### src/rtl/opsc_pkg.sv
`default_nettype none
// ----------------------------------------------------------------------------
// opsc_pkg
// Shared types, codes and header-step functions of the packet stream
// classifier.
// ----------------------------------------------------------------------------
package opsc_pkg;

   typedef enum logic [2:0] {
      PH_HEADER   = 3'd0,
      PH_NEWLEN   = 3'd1,
      PH_LENBYTES = 3'd2,
      PH_BODY     = 3'd3,
      PH_DONE     = 3'd4
   } phase_type;

   // result codes
   localparam logic [2:0] DT_UNKNOWN  = 3'd0;
   localparam logic [2:0] DT_SIGNED   = 3'd1;
   localparam logic [2:0] DT_DETACHED = 3'd2;
   localparam logic [2:0] DT_KEY      = 3'd3;
   localparam logic [2:0] DT_ENCRYPT  = 3'd4;
   localparam logic [2:0] DT_OTHER    = 3'd5;

   localparam logic [1:0] SR_DECIDED   = 2'd0;
   localparam logic [1:0] SR_BOUNDARY  = 2'd1;
   localparam logic [1:0] SR_IN_BODY   = 2'd2;
   localparam logic [1:0] SR_MALFORMED = 2'd3;

   // packet kinds
   localparam logic [5:0] KIND_PKESK      = 6'd1;
   localparam logic [5:0] KIND_SIG        = 6'd2;
   localparam logic [5:0] KIND_SKESK      = 6'd3;
   localparam logic [5:0] KIND_ONEPASS    = 6'd4;
   localparam logic [5:0] KIND_SECKEY     = 6'd5;
   localparam logic [5:0] KIND_PUBKEY     = 6'd6;
   localparam logic [5:0] KIND_SECSUB     = 6'd7;
   localparam logic [5:0] KIND_COMPRESSED = 6'd8;
   localparam logic [5:0] KIND_MARKER     = 6'd10;
   localparam logic [5:0] KIND_LITERAL    = 6'd11;
   localparam logic [5:0] KIND_PUBSUB     = 6'd14;

   // image file lead bytes
   localparam logic [7:0] PNG_B0 = 8'h89;
   localparam logic [7:0] PNG_B1 = 8'h50;
   localparam logic [7:0] PNG_B2 = 8'h4E;
   localparam logic [7:0] PNG_B3 = 8'h47;

   localparam logic [1:0] PNG_NONE    = 2'd0;
   localparam logic [1:0] PNG_LEAD1   = 2'd1;
   localparam logic [1:0] PNG_LEAD2   = 2'd2;
   localparam logic [1:0] PNG_PENDING = 2'd3;

   localparam logic [7:0] LEN_TWO_LO  = 8'd192;
   localparam logic [7:0] LEN_PART_LO = 8'd224;
   localparam logic [7:0] LEN_FOUR    = 8'd255;

   // result queue
   localparam int Q_DEPTH = 2;
   localparam int QPTR_W  = (Q_DEPTH > 1) ? $clog2(Q_DEPTH) : 1;
   localparam int QCNT_W  = $clog2(Q_DEPTH + 1);

   typedef struct packed {
      logic [2:0] data_type;
      logic [1:0] stop_reason;
   } result_type;

   typedef struct packed {
      logic       valid;
      result_type res;
   } push_type;

   typedef struct packed {
      phase_type   phase;
      logic [2:0]  len_left;
      logic [31:0] body_rem;
      logic [7:0]  len_first;
      logic [5:0]  kind;
      logic        seen;
      logic        only_sig;
      logic [1:0]  png;
   } parse_state_type;

   typedef struct packed {
      parse_state_type st;
      logic            emit;
      result_type      res;
   } step_type;

   localparam parse_state_type ST_RESET = '{PH_HEADER, 3'd0, 32'd0, 8'd0, 6'd0,
                                            1'b0, 1'b0, PNG_NONE};

   function automatic step_type put_result(step_type s, logic [2:0] dt, logic [1:0] sr);
      step_type r;
      r = s;
      r.emit = 1'b1;
      r.res.data_type = dt;
      r.res.stop_reason = sr;
      r.st.phase = PH_DONE;
      return r;
   endfunction

   function automatic logic [2:0] fallback_type(step_type s);
      return s.st.only_sig ? DT_DETACHED : DT_UNKNOWN;
   endfunction

   function automatic step_type malformed(step_type s);
      return put_result(s, fallback_type(s), SR_MALFORMED);
   endfunction

   function automatic step_type end_of_sample(step_type s);
      return put_result(s, fallback_type(s),
                        (s.st.body_rem == 32'd0) ? SR_BOUNDARY : SR_IN_BODY);
   endfunction

   function automatic step_type count_signature(step_type s);
      step_type r;
      r = s;
      if (!r.st.seen) begin
         r.st.only_sig = 1'b1;
      end
      r.st.seen = 1'b1;
      return r;
   endfunction

   function automatic step_type header_done(step_type s, logic lst);
      step_type   r;
      logic       first;
      logic       prior;
      logic       dec;
      logic [2:0] dt;
      r = s;
      first = !s.st.seen;
      prior = s.st.only_sig;
      dec = 1'b0;
      dt = DT_OTHER;
      if (!(s.st.kind inside {[6'd1:6'd14], [6'd16:6'd19]})) begin
         r = malformed(s);
      end else if (s.st.png == PNG_PENDING && !lst) begin
         r.st.phase = PH_BODY;
      end else begin
         r.st.png = PNG_NONE;
         if (first && s.st.kind == KIND_MARKER) begin
            dec = 1'b0;
         end else if (s.st.kind == KIND_SIG) begin
            r = count_signature(r);
         end else begin
            r.st.only_sig = 1'b0;
            r.st.seen = 1'b1;
            dec = 1'b1;
            case (s.st.kind)
               KIND_LITERAL: begin
                  dec = prior;
                  dt = DT_SIGNED;
               end
               KIND_ONEPASS:             dt = DT_SIGNED;
               KIND_SECKEY, KIND_PUBKEY: dt = DT_KEY;
               KIND_SECSUB, KIND_PUBSUB: dt = DT_OTHER;
               KIND_PKESK, KIND_SKESK:   dt = DT_ENCRYPT;
               KIND_COMPRESSED:          dt = first ? DT_SIGNED : DT_OTHER;
               default:                  dt = DT_OTHER;
            endcase
         end
         if (dec) begin
            r = put_result(r, dt, SR_DECIDED);
         end else if (lst) begin
            r = end_of_sample(r);
         end else begin
            r.st.phase = (r.st.body_rem == 32'd0) ? PH_HEADER : PH_BODY;
         end
      end
      return r;
   endfunction

endpackage
`default_nettype wire

### src/rtl/opsc_parse.sv
`default_nettype none
// ----------------------------------------------------------------------------
// opsc_parse
// Front end: accepts bytes, walks packet headers, counts bodies down and
// pushes the classification result into the queue.
// ----------------------------------------------------------------------------
module opsc_parse
   import opsc_pkg::*;
(
   input  wire logic       clock,
   input  wire logic       reset,
   input  wire logic       req_valid,
   output logic            req_ready,
   input  wire logic [7:0] req_data_byte,
   input  wire logic       req_last,
   input  wire logic       q_full,
   output push_type        push
);

   parse_state_type st_ff;
   parse_state_type st_in;
   step_type        step;
   logic            accept;

   assign req_ready = !q_full;
   assign accept    = req_valid && req_ready;

   always_comb begin
      logic [7:0]  b;
      logic [7:0]  lf_off;
      logic [31:0] two_len;
      logic [2:0]  ll;
      b = req_data_byte;
      lf_off = st_ff.len_first - LEN_TWO_LO;
      two_len = {16'd0, lf_off, 8'd0} + {24'd0, b} + {24'd0, LEN_TWO_LO};
      ll = 3'd0;
      step = '{st: st_ff, emit: 1'b0, res: '{DT_UNKNOWN, SR_DECIDED}};
      case (st_ff.phase)
         PH_HEADER: begin
            step.st.png = (b == PNG_B0) ? PNG_LEAD1 : PNG_NONE;
            step.st.body_rem = 32'd0;
            step.st.len_first = 8'd0;
            if (!b[7]) begin
               step = malformed(step);
            end else if (b[6]) begin
               step.st.kind = b[5:0];
               step.st.phase = PH_NEWLEN;
               if (req_last) begin
                  step = malformed(step);
               end
            end else begin
               step.st.kind = {2'b00, b[5:2]};
               ll = (b[1:0] == 2'd3) ? 3'd0 : (3'd1 << b[1:0]);
               step.st.len_left = ll;
               if (ll == 3'd0) begin
                  step = header_done(step, req_last);
               end else begin
                  step.st.phase = PH_LENBYTES;
                  if (req_last) begin
                     step = malformed(step);
                  end
               end
            end
         end
         PH_NEWLEN: begin
            if (b < LEN_TWO_LO) begin
               step.st.body_rem = {24'd0, b};
               step = header_done(step, req_last);
            end else if (b < LEN_PART_LO || b == LEN_FOUR) begin
               step.st.len_first = (b == LEN_FOUR) ? 8'd0 : b;
               step.st.len_left = (b == LEN_FOUR) ? 3'd4 : 3'd1;
               step.st.phase = PH_LENBYTES;
               if (req_last) begin
                  step = malformed(step);
               end
            end else begin
               step.st.body_rem = 32'd0;
               step = header_done(step, req_last);
            end
         end
         PH_LENBYTES: begin
            if (st_ff.png == PNG_LEAD1 && b == PNG_B1) begin
               step.st.png = PNG_LEAD2;
            end else if (st_ff.png == PNG_LEAD2 && b == PNG_B2) begin
               step.st.png = PNG_PENDING;
            end else begin
               step.st.png = PNG_NONE;
            end
            if (st_ff.len_left == 3'd1 && st_ff.len_first >= LEN_TWO_LO
                && st_ff.len_first < LEN_PART_LO) begin
               step.st.body_rem = two_len;
            end else begin
               step.st.body_rem = {st_ff.body_rem[23:0], b};
            end
            ll = (st_ff.len_left != 3'd0) ? st_ff.len_left - 3'd1 : 3'd0;
            step.st.len_left = ll;
            if (ll == 3'd0) begin
               step = header_done(step, req_last);
            end else if (req_last) begin
               step = malformed(step);
            end
         end
         PH_BODY: begin
            if (st_ff.png == PNG_PENDING && b == PNG_B3) begin
               step.st.png = PNG_NONE;
               step = malformed(step);
            end else begin
               if (st_ff.png == PNG_PENDING) begin
                  step.st.png = PNG_NONE;
                  step = count_signature(step);
               end
               if (st_ff.body_rem != 32'd0) begin
                  step.st.body_rem = st_ff.body_rem - 32'd1;
               end
               if (req_last) begin
                  step = end_of_sample(step);
               end else if (step.st.body_rem == 32'd0) begin
                  step.st.phase = PH_HEADER;
               end
            end
         end
         PH_DONE: begin
            step.emit = 1'b0;
         end
         default: begin
            step.emit = 1'b0;
         end
      endcase
      if (req_last) begin
         step.st = ST_RESET;
      end
   end

   assign st_in = accept ? step.st : st_ff;

   assign push.valid = accept && step.emit;
   assign push.res   = step.res;

   always_ff @(posedge clock) begin
      if (reset) begin
         st_ff <= ST_RESET;
      end else begin
         st_ff <= st_in;
      end
   end

endmodule
`default_nettype wire

### src/rtl/opsc_queue.sv
`default_nettype none
// ----------------------------------------------------------------------------
// opsc_queue
// Short result queue between the header parser and the output stage.
// ----------------------------------------------------------------------------
module opsc_queue
   import opsc_pkg::*;
(
   input  wire logic       clock,
   input  wire logic       reset,
   input  wire push_type   push,
   output logic            full,
   input  wire logic       pop,
   output logic            empty,
   output result_type      pop_data
);

   result_type        mem_ff [Q_DEPTH];
   logic [QPTR_W-1:0] wr_ptr_ff;
   logic [QPTR_W-1:0] wr_ptr_in;
   logic [QPTR_W-1:0] rd_ptr_ff;
   logic [QPTR_W-1:0] rd_ptr_in;
   logic [QCNT_W-1:0] count_ff;
   logic [QCNT_W-1:0] count_in;
   logic              do_push;
   logic              do_pop;

   assign full     = (count_ff == QCNT_W'(Q_DEPTH));
   assign empty    = (count_ff == '0);
   assign pop_data = mem_ff[rd_ptr_ff];
   assign do_push  = push.valid && !full;
   assign do_pop   = pop && !empty;

   always_comb begin
      wr_ptr_in = wr_ptr_ff;
      rd_ptr_in = rd_ptr_ff;
      count_in  = count_ff;
      if (do_push) begin
         wr_ptr_in = (wr_ptr_ff == QPTR_W'(Q_DEPTH - 1)) ? '0 : wr_ptr_ff + 1'b1;
      end
      if (do_pop) begin
         rd_ptr_in = (rd_ptr_ff == QPTR_W'(Q_DEPTH - 1)) ? '0 : rd_ptr_ff + 1'b1;
      end
      if (do_push && !do_pop) begin
         count_in = count_ff + 1'b1;
      end else if (do_pop && !do_push) begin
         count_in = count_ff - 1'b1;
      end
   end

   always_ff @(posedge clock) begin
      if (reset) begin
         wr_ptr_ff <= '0;
         rd_ptr_ff <= '0;
         count_ff  <= '0;
      end else begin
         wr_ptr_ff <= wr_ptr_in;
         rd_ptr_ff <= rd_ptr_in;
         count_ff  <= count_in;
      end
   end

   always_ff @(posedge clock) begin
      if (do_push) begin
         mem_ff[wr_ptr_ff] <= push.res;
      end
   end

endmodule
`default_nettype wire

### src/rtl/opsc_emit.sv
`default_nettype none
// ----------------------------------------------------------------------------
// opsc_emit
// Back end: output register that takes results from the queue and holds
// them on the response channel until transferred.
// ----------------------------------------------------------------------------
module opsc_emit
   import opsc_pkg::*;
(
   input  wire logic       clock,
   input  wire logic       reset,
   input  wire logic       q_empty,
   input  wire result_type q_data,
   output logic            q_pop,
   output logic            rsp_valid,
   input  wire logic       rsp_ready,
   output logic [2:0]      rsp_data_type,
   output logic [1:0]      rsp_stop_reason
);

   logic       valid_ff;
   logic       valid_in;
   result_type res_ff;

   assign q_pop    = !q_empty && (!valid_ff || rsp_ready);
   assign valid_in = q_pop ? 1'b1 : (valid_ff && !rsp_ready);

   always_ff @(posedge clock) begin
      if (reset) begin
         valid_ff <= 1'b0;
      end else begin
         valid_ff <= valid_in;
      end
   end

   // load on pop, hold otherwise
   always_ff @(posedge clock) begin
      if (q_pop) begin
         res_ff <= q_data;
      end
   end

   assign rsp_valid       = valid_ff;
   assign rsp_data_type   = res_ff.data_type;
   assign rsp_stop_reason = res_ff.stop_reason;

endmodule
`default_nettype wire

### src/rtl/openpgp_packet_stream_classifier_core.sv
`default_nettype none
// ----------------------------------------------------------------------------
// openpgp_packet_stream_classifier_core
// Classifies a byte sample by its packet headers, one byte per cycle.
//
// Input channel req_: one sample byte per transfer, req_last on the final
// byte. Output channel rsp_: one result per sample (data type, stop reason),
// given at the first deciding header, at a malformed header or at the last
// byte; bytes after a result are consumed silently up to req_last.
// A byte is taken every cycle while the result queue has room. Header
// decode and body countdown are combinational in the parser; a result is
// written into the queue at the edge at which the byte that caused it is
// transferred, and moves on in order to the output register as that frees.
// The parser and the output register are parted by a two-entry queue, so
// a stalled receiver only stops input once the queue is full; results stay
// held on the rsp_ ports until transferred.
// Synchronous reset empties the queue and the output register and starts
// a new sample at the next byte.
// ----------------------------------------------------------------------------
module openpgp_packet_stream_classifier_core
   import opsc_pkg::*;
(
   input  wire logic       clock,
   input  wire logic       reset,
   input  wire logic       req_valid,
   output logic            req_ready,
   input  wire logic [7:0] req_data_byte,
   input  wire logic       req_last,
   output logic            rsp_valid,
   input  wire logic       rsp_ready,
   output logic [2:0]      rsp_data_type,
   output logic [1:0]      rsp_stop_reason
);

   push_type   push;
   logic       q_full;
   logic       q_empty;
   logic       q_pop;
   result_type q_data;

   opsc_parse u_parse (
      .clock         (clock),
      .reset         (reset),
      .req_valid     (req_valid),
      .req_ready     (req_ready),
      .req_data_byte (req_data_byte),
      .req_last      (req_last),
      .q_full        (q_full),
      .push          (push)
   );

   opsc_queue u_queue (
      .clock    (clock),
      .reset    (reset),
      .push     (push),
      .full     (q_full),
      .pop      (q_pop),
      .empty    (q_empty),
      .pop_data (q_data)
   );

   opsc_emit u_emit (
      .clock           (clock),
      .reset           (reset),
      .q_empty         (q_empty),
      .q_data          (q_data),
      .q_pop           (q_pop),
      .rsp_valid       (rsp_valid),
      .rsp_ready       (rsp_ready),
      .rsp_data_type   (rsp_data_type),
      .rsp_stop_reason (rsp_stop_reason)
   );

endmodule
`default_nettype wire
### config.mk
export PLATFORM = sky130hd
export DESIGN_NAME = openpgp_packet_stream_classifier_core
export DESIGN_NICKNAME = d
export VERILOG_FILES = /design/src/rtl/opsc_pkg.sv /design/src/rtl/opsc_parse.sv /design/src/rtl/opsc_queue.sv /design/src/rtl/opsc_emit.sv /design/src/rtl/openpgp_packet_stream_classifier_core.sv
export SDC_FILE = /design/constraint.sdc
export NUM_CORES = 1
export LEC_CHECK = 0
export ABC_AREA = 1
export BUFFER_PORTS_ARGS = -buffer_cell sky130_fd_sc_hd__buf_4
export CAP_MARGIN = 20
export CORE_MARGIN = 2
export CORE_UTILIZATION = 35
export CTS_BUF_LIST = sky130_fd_sc_hd__clkbuf_8
export CTS_CLUSTER_DIAMETER = 150
export DETAILED_ROUTE_END_ITERATION = 7
export GPL_TIMING_DRIVEN = 0
export SYNTH_ARGS = -nofsm -noshare
export SYNTH_HDL_FRONTEND = slang
export SYNTH_SLANG_ARGS = --single-unit
export TNS_END_PERCENT = 10
### constraint.sdc
create_clock -name clock -period 4 [get_ports clock]
set_clock_uncertainty 0.05 [all_clocks]
set_input_delay 0 -clock clock [delete_from_list [all_inputs] [get_ports clock]]
set_output_delay 0 -clock clock [all_outputs]
set_load 0.05 [all_outputs]
After elaboration in Yosys (flattened, before gate mapping)
Memories as Yosys holds them, arrays and structs flattened. A register that Yosys moved wholly into a read port is not among the register bits. Index checks and enable logic that the tools add are counted.

Add/sub/neg operators: 9. $lt $le $gt $ge: 12. Equal/unequal tests: 49. Shifts and indexed selects: 1. Muxes and demuxes: 135. Reduce and logical (&&, ||, !) cells: 60.

Operators by type and width (number): $mux W59 (24); $mux W62 (20); $pmux W56 S4 (1); $logic_not A32 Y1 (5); $mux W32 (4); $mux W56 (1); $mux W3 (18); $mux W10 (5); $mux W2 (20); $add A32 B8 Y32 const B (1); $mux W1 (32); $reduce_bool A32 Y1 (1); $sub A32 B1 Y32 const B (1); $mux W6 (5); $eq A8 B7 Y1 const B (3); $lt A8 B8 Y1 const B (3); $pmux W3 S4 (2); $logic_and A1 B1 Y1 (22); $pmux W5 S4 (1); $eq A6 B3 Y1 const B (3); $eq A6 B4 Y1 const B (3); $add A16 B8 Y17 (1); $eq A8 B8 Y1 const B (2); $reduce_and A16 Y1 (1); 45 further kinds (87).

Bits in registers: 61. RAM bits: 10. Input port bits: 13. Memories kept: 1.

Memory list: u_queue.mem_ff (depth 2, bits a word 5, rd ports 1, clocked after memory_dff 1, wr ports 1, RTL line opsc_queue.sv:18) `result_type mem_ff [Q_DEPTH];`.

Depth between registers and ports, before layout
Gate-level depths: netlist (run 1).

Word-level depth: 26. Depth in mapped cells: 20. Gate-level depth less buffers: 20.

Cells and area by module
From an unflattened synthesis (run 1), not the netlist that was laid out.

Cell total of the unflattened synthesis: 1091. Area total of the unflattened synthesis: 6429.9 sq um.

By module, submodules not included: opsc_parse (times used 1, cells each 1029, area an instance 5626.6 sq um, sequential area each 1121.1 sq um); opsc_queue (times used 1, cells each 52, area an instance 609.3 sq um, sequential area each 400.4 sq um); opsc_emit (times used 1, cells each 10, area an instance 193.9 sq um, sequential area each 170.2 sq um).

Least setup slack after synthesis (run 1)
No wires, ideal clock.

Kind: register -> register. Start point: reg u_parse.st_ff[50] (netlist name). End point: reg u_queue.count_ff[1]. Arrival time: 2.453 ns. Data required time: 3.828 ns. Path slack: 1.375 ns. Stages on the path, launching flop included: 19. Clock period less this slack: 2.625 ns. Cell sequence: dfxtp_1 nor2_1 inv_1 ha_1 nor3_1 inv_1 nor2_1 nand2_1 nand2_1 nand2_1 nor2_1 nand2_1 nand2_1 inv_1 ha_1 a21oi_1 o21ai_0 o21ai_0 a21oi_1.

Word-level cells in the longest chain between the ends: 10. Elaborated cells on any way between the ends: 13. Classes of those cells: add/sub: 1; mux: 4; reduce/logical: 8.

RTL lines: start, declared (RTL line opsc_parse.sv:20) `parse_state_type st_ff;`; start signal, assigned (RTL line opsc_parse.sv:143) `st_ff <= st_in;`; $sub A3 B1 Y3 or $reduce_bool A3 Y1 (tied branches) (RTL line opsc_parse.sv:95) `ll = (st_ff.len_left != 3'd0) ? st_ff.len_left - 3'd1 : 3'd0;`; $mux W3 * (RTL line opsc_parse.sv:95); $logic_not A3 Y1 * (RTL line opsc_parse.sv:97) `if (ll == 3'd0) begin`; $mux W62 * (RTL line opsc_parse.sv:97); $pmux W1 S4 * (RTL line opsc_parse.sv:38) `case (st_ff.phase)`; $logic_and A1 B1 Y1 * (RTL line opsc_parse.sv:136) `assign push.valid = accept && step.emit;`; $logic_and A1 B1 Y1 * (RTL line opsc_queue.sv:31) `assign do_push = push.valid && !full;`; via u_queue.do_push (RTL line opsc_queue.sv:25) `logic do_push;`; $logic_not A1 Y1 (RTL line opsc_queue.sv:46) `end else if (do_pop && !do_push) begin`; $logic_and A1 B1 Y1 (RTL line opsc_queue.sv:46); $reduce_bool A2 Y1 (no line); end signal, assigned (RTL line opsc_queue.sv:59) `count_ff <= count_in;`; end, declared (RTL line opsc_queue.sv:23) `logic [QCNT_W-1:0] count_ff;`.

The timed path passes the listed nets; every way through them passes the cells marked *. A chain may end at the register's enable or synchronous reset.

Worst setup path in the final report (run 1)
Ends and elaborated chain as after synthesis.

==> results of run 1 <==
logic make-up (layout without fill, tap and decap cells):
family,after synthesis,count (layout),synth area share (%)
adder cells (fa/ha/maj),10,10,2.02
XOR/XNOR,8,8,1.13
AND/OR/NAND/NOR,582,582,40.0
buffers and inverters,154,192,9.78
AO/OA/AOI/OAI,227,227,20.0
flip-flops,76,76,27.0
worst register-to-register path, stage by stage (launching register included):
cell     delay (ps)
dfxtp_1         350
nor2_1          190
inv_1            70
ha_1            220
nor3_1          510
inv_1           250
nor2_1          250
nand2_1         110
nand2_1          70
nand2_1          50
nor2_1          240
nand2_1         120
nand2_1         110
inv_1            60
ha_1            310
a21oi_1         110
o21ai_0         120
o21ai_0         160
a21oi_1          60
cell usage in the layout, fill, tap and decap left out, types with 8 or more instances in the layout:
cell / Yosys / layout
a21oi_1: 81 / 81
clkbuf_8: 0 / 9
o21ai_0: 94 / 94
edfxtp_1: 15 / 15
nand2_1: 304 / 304
xor2_1: 8 / 8
inv_1: 111 / 111
buf_2: 12 / 12
dfxtp_1: 61 / 61
clkbuf_1: 19 / 19
nor3_1: 18 / 18
buf_4: 1 / 17
o22ai_1: 18 / 18
ha_1: 10 / 10
nor2_2: 8 / 8
nor2_1: 131 / 131
nand3_1: 85 / 85
nand4_1: 21 / 21
path summary, 6_finish.rpt:
path,cells past startpoint,endpoint
hold / removal,2,u_parse.st_ff[10]
setup / recovery,18,u_queue.count_ff[1]
setup reg to reg,18,u_queue.count_ff[1]
hold reg to reg,2,u_parse.st_ff[18]
flip-flops by register name (all words and copies together) (netlist names):
name,cells
u_emit.rsp_valid,1
u_emit.rsp_stop_reason,2
u_emit.rsp_data_type,3
u_queue.wr_ptr_ff,1
u_queue.mem_ff,10
u_queue.rd_ptr_ff,1
u_queue.count_ff,2
u_parse.st_ff,56
routing by layer:
metal  share of wire (%)  global-route usage (%)  up-vias
li1                    -                       -     3591
met1                  48                    36.3     3241
met2                  42                    36.8      337
met3                 7.9                    3.30       39
met4                 2.1                    8.88        0
met5                   0                       0        -
where the power goes:
part / internal [mW] / switching, mW
Clock: 0.362 / 0.364
Combinational: 0.404 / 1.07
Sequential: 0.932 / 0.0784
stage by stage:
step	util (%)	instance area (sq um)
4_1_cts	39.7	6870
6_report	39.7	6870
3_3_place_gp	38.1	6580
5_1_grt	39.7	6870
3_5_place_dp	38.1	6580
2_1_floorplan	-	6180
final cells by class:
cell class | instances | area (sq um) | area share (%)
Tap cell | 225 | 282 | 4.10
Clock buffer | 9 | 124 | 1.80
Sequential cell | 76 | 1670 | 24.3
Multi-Input combinational cell | 827 | 3910 | 56.8
Buffer | 34 | 154 | 2.24
Clock inverter | 7 | 105 | 1.53
Inverter | 120 | 450 | 6.55
Timing Repair Buffer | 22 | 180 | 2.62
==> impl_metrics.ini, run 1 <==
[critical_path]
arrival_ps = 3750
crit_path_cell_trace = nor2_1 > inv_1 > ha_1 > nor3_1 > inv_1 > nor2_1 > nand2_1 > nand2_1 > nand2_1 > nor2_1 > nand2_1 > nand2_1 > inv_1 > ha_1 > a21oi_1 > o21ai_0 > o21ai_0 > a21oi_1
worst-setup-path-type = flip-flop to flip-flop
critPathCaptureType = flip-flop
crit_start = u_parse.st_ff[50]
critPathMaxFanout = 5
cp_slowest_cell = nor3_1
start_kind = flip-flop
r2r_start = u_parse.st_ff[50]
crit_family = simple AND/OR/NAND/NOR gates
cp.buffers_inverters = 3
worstPathRequired_ps = 4230
r2r_setup_slack_ps = 480
critPathMaxStageDelay_ps = 510
cpMostUsedCell = nand2_1

[global_routing]
grt_use_total_pct = 24.7
grt_pass1_wl_mm = 35.5
antenna_found_initial = 0
grt_max_degree = 16
grt_pass1_vias = 6470
overflow = 0

[final_layout]
nFillCells = 1945
drive_gt1_share_pct = 6.30
antennaDiodeCount = 0
layout.cells.non_filler = 1320
syn_to_final_growth_pct = 11.2
layout.nets = 1113

[job]
max_cap_violations = 0

[yosys]
netlist_instances = 1057
synth_top_area_share_pct = 19.8
ys_top_cells_by_count = nand2_1, nor2_1, inv_1, o21ai_0, nand3_1
synthArstFlopShare_pct = 0
synth_top_area_cell = dfxtp_1
ys_warn_count = 0
synth_seq_cells = 76
synth_cell_types = 47
yosys.cell_count.top_type = nand2_1
synth_area_sq_mm = 0.00618
syn-num-nets = 1080
seq_area_frac_synth_pct = 27.0
synth_flop_cell = dfxtp_1
synth_area_leaders = dfxtp_1, nand2_1, nor2_1
synth_edf_count = 15
postSynthAreaPerCell_sq_um = 5.85

[routing]
antenna_left = 0
vias = 7208
drt_iter0_drc = 850
route.detailed.drc = 0
drtPass1Iterations = 5
wl_per_cell_um = 17.0
avgViaCountPerCell = 5.46
routed_wl_mm = 22.5

[hold_path]
min_path_type = input port to flip-flop
min_from = reset

[timing]
setup_tns_ps = 0
relSlewSlack_pct = 56.7
holdWs_ps = 47.6
hold_viol = 0
max_clock_freq_mhz = 284
rsz0062_at_grt = no
slew_viol_final = 0
post-route-period-util_pct = 88.1
setup_ws_ps = 477
worst_pin_slew_ps = 649
fin_crit_ps = 3520
setup_viol = 0

[clock_network]
numCtsBuffers = 9
clkSlewWorstSetupHoldPaths_ps = 110
cts_root_buf = clkbuf_8
cts_hold_buffers = 6
cts_max_level = 3
ctsResizeCount = 0
cts_tree = done
clock_path_buffers = 2
post-cts-setup-buffer-count = 0
clock-sinks = 76
clk_latency_ps = 400

[die]
std_cell_rows = 48
io_pins = 20
die_y_um = 137
die_area_sq_mm = 0.0187
core_sq_mm = 0.0173
start_util_pct = 35.7
fp.dieW_um = 137

[power_and_ir_drop]
power.density_mw_per_mm2 = 467
total_power_mw = 3.21
vdd_drop_max_uv = 264
p_leak_nw = 3.01

[placement]
routabilityCongestion = 1.05
dp_cells = 1298
dp_worst_setup_slack_ps = 646
post-dp-hpwl_mm = 17.6
port_buffers = 16

[status]
status = completed
Note: power is estimated with default switching activity, not from simulation.
==> run 2, diff against run 1 <==
ABC_AREA = not set   (was 1)
CORE_ASPECT_RATIO = 1.4   (was not set)
SLEW_MARGIN = 30   (was not set)
==> impl_metrics.ini, run 2 <==
[power_and_ir_drop]
vdd_drop_max_uv = 161
p_leak_nw = 2.30
power.density_mw_per_mm2 = 336

[final_layout]
final_common_cell = nor2_1
top_register = u_parse.st_ff
layout.nets = 859
design_area_sq_mm = 0.00667
drive_gt1_share_pct = 9.75
register_area_sq_mm = 0.00167
syn_to_final_growth_pct = 11.1
final_cell_mix = nor2_1, nand2_1, dfxtp_1
antennaDiodeCount = 0
nFillCells = 1807
multi_input_area_sq_mm = 0.00403
largest_reg_flops = 56

[clock_network]
cts_root_buf = clkbuf_8
clock-sinks = 76
cts_tree = done
cts_max_level = 3
numCtsBuffers = 9
clk_latency_ps = 390
clkSlewWorstSetupHoldPaths_ps = 90
clock_path_buffers = 2

[yosys]
synth_fa_ha_area_share_pct = 2.42
synthArstFlopShare_pct = 0
synth_cell_types = 84
synth_edf_count = 15
ys_top_cells_by_count = nor2_1, nand2_1, dfxtp_1, a21oi_1, o21ai_0
ys_warn_count = 0
synth_top_family_by_area = simple AND/OR/NAND/NOR gates
seq_area_frac_synth_pct = 27.8
synth_top_area_cell = dfxtp_1
postSynthAreaPerCell_sq_um = 7.46
syn-num-nets = 828
synth_seq_cells = 76
synthMuxAreaShare_pct = 3.10
synth_flop_cell = dfxtp_1
synth_top_area_share_pct = 20.3
synth_area_leaders = dfxtp_1, edfxtp_1, nor2_1
yosys.area_share.simple_pct = 30.7
synth-xor-area-share_pct = 4.65
synth_area_sq_mm = 0.00601
netlist_instances = 805
yosys.cell_count.top_type = nor2_1
synth-compound-area-share_pct = 25.5

[global_routing]
grt_use_total_pct = 24.1
met3_usage_pct = 3.20
overflow = 0
grt_max_degree = 15
grt_pass1_wl_mm = 34.3
antenna_found_initial = 0
grt_pass1_vias = 6112
grt_util_met1_pct = 28.5
grt_busiest_layer = met2
grt_util_met2_pct = 41.1

[routing]
drt_iter0_drc = 454
antenna_left = 0
route.detailed.drc = 0
avgViaCountPerCell = 6.18
wl_per_cell_um = 21.3
routed_wl_mm = 22.2
drtPass1Iterations = 6
vias = 6455

[critical_path]
cp_slowest_cell = or4b_4
critPathMaxFanout = 10
arrival_ps = 3850
crit_start = u_parse.st_ff[18]
r2r_start = u_parse.st_ff[18]
critPathCaptureType = flip-flop
crit_path_cell_trace = clkbuf_1 > inv_1 > ha_1 > buf_2 > or4b_4 > o41ai_4 > or2b_1 > a221o_1 > a211oi_1 > nand4_1 > nor4b_4 > o21ai_1
start_kind = flip-flop
critPathMaxStageDelay_ps = 540
worst-setup-path-type = flip-flop to flip-flop
worstPathRequired_ps = 4050

[die]
std_cell_rows = 56
io_pins = 20
core_sq_mm = 0.0168
die_y_um = 159
die_area_sq_mm = 0.0182
fp.dieW_um = 115
start_util_pct = 35.7

[placement]
port_buffers = 18
routabilityCongestion = 0.960
post-dp-hpwl_mm = 16.8
post_dp_cell_area_sq_mm = 0.00641

[hold_path]
min_path_type = input port to flip-flop
min_from = reset

[status]
status = completed

[timing]
setup_viol = 0
rsz0062_at_grt = no
setup_tns_ps = 0
worst_pin_slew_ps = 937
relSlewSlack_pct = 37.0
fin_crit_ps = 3800
slew_viol_final = 0
hold_viol = 0
max_clock_freq_mhz = 263
post-route-period-util_pct = 95.0

[job]
max_cap_violations = 0
==> run 2: metal layers <==
| layer | wire length (um) | vias up |
|---|---|---|
| li1 | - | 3037 |
| met1 | 8620 | 3061 |
| met2 | 11100 | 283 |
| met3 | 1260 | 74 |
| met4 | 1180 | 0 |
| met5 | 0 | - |
==> run 2: repair_timing <==
action	in CTS	in global routing
setup buffers	0	1
hold endpoints to repair	1	0
gates resized for setup	0	3
setup endpoints to repair	0	5
hold buffers	1	0
==> run 2: layout make-up <==
class                   instances  share of cell area [%]
repair buffers                 20                    2.29
inverters                      19                    1.07
flip-flops and latches         76                    25.0
clock buffers                   9                    1.86
well taps                     203                    3.81
clock inverters                 7                    1.42
multi-input cells             647                    60.4
plain buffers                  63                    4.09
==> run 2: final timing paths <==
path | endpoint | slack [ps] | depth (start not counted)
min reg2reg | u_parse.st_ff[17] | 440 | 2
max reg2reg | u_queue.mem_ff[0][1] | 200 | 12
max | u_queue.mem_ff[0][1] | 200 | 12
min | u_parse.st_ff[40] | 40 | 3
==> run 2: where the power goes <==
part           internal (mW)  switching [mW]  total (mW)
logic                  0.203           0.472       0.675
clock network          0.354           0.333       0.687
registers              0.859          0.0254       0.884
==> run 2: logic make-up (layout without fill, tap and decap cells) <==
kind of cell    Yosys count  count (layout)
compound gates          242             242
mux                      18              18
fa+ha+maj                12              12
simple gates            344             344
xor+xnor                 31              31
buf+inv                  82             118
flops                    76              76
==> run 2: critical path, delay by kind of cell (launching register included) <==
family                     cells  cell delay (ps)
AOI/OAI and AO/OA              4             1060
adders and majority gates      1              150
buffers and inverters          3              550
DFF                            1              300
and+or+nand+nor                4             1430
==> run 2: per-stage QoR <==
step | util (%) | cells | total power [mW] | hold WS (ps) | setup slack [ps]
2_1_floorplan | - | 805 | 1.36 | 146 | 802
3_3_place_gp | 38.0 | 1026 | 1.56 | 255 | 38.3
3_5_place_dp | 38.1 | 1026 | 1.57 | 254 | 41.8
4_1_cts | 39.5 | 1043 | 2.25 | 36.1 | 44.6
5_1_grt | 39.7 | 1044 | 2.34 | 86.3 | 56.1
6_report | 39.7 | 1044 | 2.25 | 44.7 | 200
